`src/rtl/core/rsi_sqrt_pipe.sv`:
```
// ----------------------------------------------------------------------------
// rsi_sqrt_pipe
// Pipelined integer square root, one result bit per stage, with a sideband
// payload that travels alongside the radicand.
// ----------------------------------------------------------------------------
module rsi_sqrt_pipe #(
  parameter int RW = 31,
  parameter int PW = 1
) (
  input  logic            clk,
  input  logic            rst,
  input  logic            en,
  input  logic            in_valid,
  input  logic [2*RW-1:0] radicand,
  input  logic [PW-1:0]   in_pay,
  output logic            out_valid,
  output logic [RW-1:0]   root,
  output logic [PW-1:0]   out_pay
);

  logic              v_q    [1:RW];
  logic [RW-1:0]     root_q [1:RW];
  logic [PW-1:0]     pay_q  [1:RW];
  logic [RW+1:0]     rem_q  [1:RW-1];
  logic [2*RW-1:0]   rad_q  [1:RW-1];

  for (genvar k = 0; k < RW; k++) begin : g_step
    logic            v_in;
    logic [RW+1:0]   rem_in;
    logic [RW-1:0]   root_in;
    logic [2*RW-1:0] rad_in;
    logic [PW-1:0]   pay_in;
    logic [RW+1:0]   rem_sh;
    logic [RW+1:0]   trial;
    logic            ge;

    if (k == 0) begin : g_first
      assign v_in    = in_valid;
      assign rem_in  = '0;
      assign root_in = '0;
      assign rad_in  = radicand;
      assign pay_in  = in_pay;
    end else begin : g_rest
      assign v_in    = v_q[k];
      assign rem_in  = rem_q[k];
      assign root_in = root_q[k];
      assign rad_in  = rad_q[k];
      assign pay_in  = pay_q[k];
    end

    // bring down two radicand bits and try the next root bit
    assign rem_sh = {rem_in[RW-1:0], rad_in[2*RW-1 -: 2]};
    assign trial  = {root_in, 2'b01};
    assign ge     = (rem_sh >= trial);

    always_ff @(posedge clk) begin
      if (rst) begin
        v_q[k+1] <= 1'b0;
      end else if (en) begin
        v_q[k+1] <= v_in;
      end
    end

    always_ff @(posedge clk) begin
      if (en) begin
        root_q[k+1] <= {root_in[RW-2:0], ge};
        pay_q[k+1]  <= pay_in;
      end
    end

    // the last stage needs no remainder
    if (k < RW-1) begin : g_carry
      always_ff @(posedge clk) begin
        if (en) begin
          rem_q[k+1] <= ge ? (rem_sh - trial) : rem_sh;
          rad_q[k+1] <= rad_in << 2;
        end
      end
    end
  end

  assign out_valid = v_q[RW];
  assign root      = root_q[RW];
  assign out_pay   = pay_q[RW];

endmodule

```
`config.mk`:
```
export PLATFORM = sky130hd
export DESIGN_NAME = rsi_sqrt_pipe
export DESIGN_NICKNAME = d
export VERILOG_FILES = /design/src/rtl/core/rsi_sqrt_pipe.sv
export SDC_FILE = /design/constraint.sdc
export NUM_CORES = 2
export LEC_CHECK = 0
export BUFFER_PORTS_ARGS = -buffer_cell sky130_fd_sc_hd__buf_2
export CAP_MARGIN = 30
export CORE_MARGIN = 2
export CORE_UTILIZATION = 45
export DETAILED_ROUTE_END_ITERATION = 10
export GPL_TIMING_DRIVEN = 0
export SLEW_MARGIN = 30
export SYNTH_ARGS = -nofsm -noshare
export SYNTH_HDL_FRONTEND = slang
export SYNTH_SLANG_ARGS = --single-unit
```
`constraint.sdc`:
```
create_clock -name clk -period 4.7 [get_ports clk]
set_clock_uncertainty 0.1 [all_clocks]
set_input_delay 0.705 -clock clk [delete_from_list [all_inputs] [get_ports clk]]
set_output_delay 0.705 -clock clk [all_outputs]
set_load 0.05 [all_outputs]
```
==> results_dict.tcl <==
set metrics [dict create \
    outcome "complete, no violations" \
    postSynthCellCount 8413 \
    hold_viol 0 \
    synth_top_area_frac 0.651 \
    cts_setup_buffers 0 \
    hold_class "in2reg" \
    clk_path_buf_depth 4 \
    ys_ff_latch 2375 \
    ff2ff_setup_slack_ps 340 \
    place_hpwl_mm 160 \
    cp-start-kind "flip-flop" \
    preCtsSetupSlack_ps -218 \
    period_needed_ps 4360 \
    finalSetupTns_ps 0 \
    dominantRegCellSynth "edfxtp_1" \
    dieHeight_um 497 \
    power.density_nw_per_um2 494 \
    synth_area_per_cell_sq_um 13.0 \
    crit_type "reg2reg" \
    routed_wl_mm 224 \
    multiInputGateArea_sq_um 35300 \
    io_pins 100 \
    cap_violations 0 \
    dpl.cell_count 11733 \
    critPathArrivalTime_ps 4940 \
    die_area_sq_um 247000 \
    max_freq_mhz 229 \
    ys_seq_area_frac 0.651 \
    ant_nets 0 \
    yosys_warnings 0 \
    regArea_sq_um 71300 \
    rsz0062_at_grt "false" \
    crit_required_ps 5280 \
    rows 181 \
    dr.pass1.iters 5 \
    ir_drop_mv 0.312 \
    cts_root_buf "clkbuf_16" \
    grt_pass1_wl_mm 352 \
    place_congestion 0.904 \
    synthTopCellsByArea "edfxtp_1 (65%), ha_1 (6.0%), xnor2_1 (3.0%)" \
    vias 65848 \
    clkLatencyLatePin_ps 900 \
    grt_pass1_vias 64963 \
    initial_core_util 0.451 \
    track_usage 0.177 \
    h-tree-depth 5 \
    core-area_sq_um 243000 \
    io_buffers 99 \
    p_leak_nw 47.0 \
    syn-num-nets 9008 \
    yosys.area.top_type "edfxtp_1" \
    drive_gt1_frac 0.0693 \
    cts_inserted_buffers 279 \
    fill_cells 20816 \
    period_share 0.928 \
    drc_errors 0 \
    fin_cells 12262 \
    clk_pin_slew_worst_paths_ps 60 \
    drtIter0Drc 4756 \
    routedWlPerCell_um 18.2 \
    fin_util 0.510 \
    slew_headroom 0.351 \
    final_nets 9470 \
    antenna_found_initial 3 \
    setup_viol 0 \
    crit_path_end_kind "flip-flop" \
    vias_per_cell 5.37 \
    final-max-slew-violation-count 0 \
    area_growth_pct 13.0 \
    grt_remaining_overflow 0 \
    synth-edff-count 2375 \
    tightest_slew_ps 965 \
    path_max_fanout 5 \
    cts_tree "built" \
    async_flop_share 0 \
    grt_max_degree 137 \
    ys_types 86 \
    die_w_um 497 \
    synth_area_sq_um 110000 \
    timing.hold.ws_ps 84.4 \
    fin_ws_ps 337 \
    cts_sinks 2375 \
]
[per-stage QoR]
stage	total power, mW	cell area, sq um
CTS	62.0	124000
detailed placement	41.4	115000
finish	61.2	124000
global placement	42.6	114000
global route	64.4	124000
floorplan	37.2	110000
[sequential cells by signal, summed over array words and instances (netlist names)]
| register | flops |
|---|---|
| rad_q | 930 |
| rem_q | 887 |
| root_q | 496 |
| pay_q | 31 |
| v_q | 31 |
[Yosys cell counts (68+ instances only)]
cell and instances:
edfxtp_1 2375, inv_1 662, nand2_1 620, ha_1 528, nor2_1 487, o21ai_0 487, a21oi_1 452, xnor2_1 377
xor2_1 348, a21o_1 207, nor3_1 197, clkbuf_1 143, nand3_1 135, nor4_1 114, nand2b_1 113, o21a_1 107
nand4_1 95, nor2b_1 73, or3_1 68
[power by group]
| part | leakage (nW) | internal [mW] | total, mW | switching (mW) |
|---|---|---|---|---|
| sequential | 22.9 | 26.8 | 28.5 | 1.72 |
| clock | 4.14 | 12.1 | 20.2 | 8.16 |
| combinational | 20.0 | 5.04 | 12.5 | 7.42 |
[path summary, 6_finish.rpt]
path	cells past startpoint	startpoint	to
max	11	root_q[14][0]$_DFFE_PP_	rem_q[0][987]$_DFFE_PP_
min reg2reg	0	rad_q[1][346]$_DFFE_PP_	rad_q[1][408]$_DFFE_PP_
min	1	en	pay_q[1]$_DFFE_PP_
max reg2reg	11	root_q[14][0]$_DFFE_PP_	rem_q[0][987]$_DFFE_PP_
[layout make-up]
class / instances / area share
flip-flops and latches: 2375 / 0.576
well taps: 3202 / 0.0323
multi-input cells: 5213 / 0.285
repair buffers: 183 / 0.0136
diodes: 2 / 0.0000404
inverters: 669 / 0.0203
clock inverters: 138 / 0.00972
clock buffers: 326 / 0.0588
plain buffers: 154 / 0.00483
[metal layers]
metal,track usage,wire length (um),vias to the layer above
met4,0.0674,8260,0
met3,0.0240,8080,492
met2,0.306,110000,1326
li1,-,-,32140
met5,0,0,-
met1,0.227,96900,31890
[worst max-delay path, stage by stage, from the launching register on]
cell      delay (ps)
edfxtp_1         480
inv_1             70
ha_1             350
nor2b_1          170
o31a_1           280
o21ai_1          560
o31ai_1          280
o41ai_1          550
o221ai_1         340
a221oi_1         520
o211ai_1         180
xnor2_1          280
[timing repair]
action / in CTS / in global routing
endpoints found under the setup margin: 36 / 89
hold endpoints to repair: 65 / 0
resized for setup: 5 / 14
hold buffers: 65 / 0
[cells by family (layout without fill, tap and decap cells)]
group,Yosys count,count (layout),synth area share
other,1,3,0.0000342
adder cells (fa/ha/maj),528,528,0.0603
XOR/XNOR,725,725,0.0579
buffers and inverters,825,1470,0.0283
multiplexers,69,69,0.00697
AO/OA/AOI/OAI,1708,1708,0.0971
flip-flops,2375,2375,0.651
AND/OR/NAND/NOR,2182,2182,0.0985
[placed cells by master, fill, tap and decap left out, drive strengths merged, types with 65 or more instances in the layout]
cell / instances
or3: 68
clkinv: 101
ha: 528
nor4: 119
nor2: 487
a21oi: 452
dlygate4sd3: 65
xor2: 348
nand2: 620
nand2b: 113
nand4: 95
clkbuf: 468
nand3: 135
inv: 678
nor3: 197
xnor2: 377
o21a: 107
nor2b: 73
edfxtp: 2375
a21o: 207
o21ai: 512
buf: 130
(Power assumes the default switching activity.)
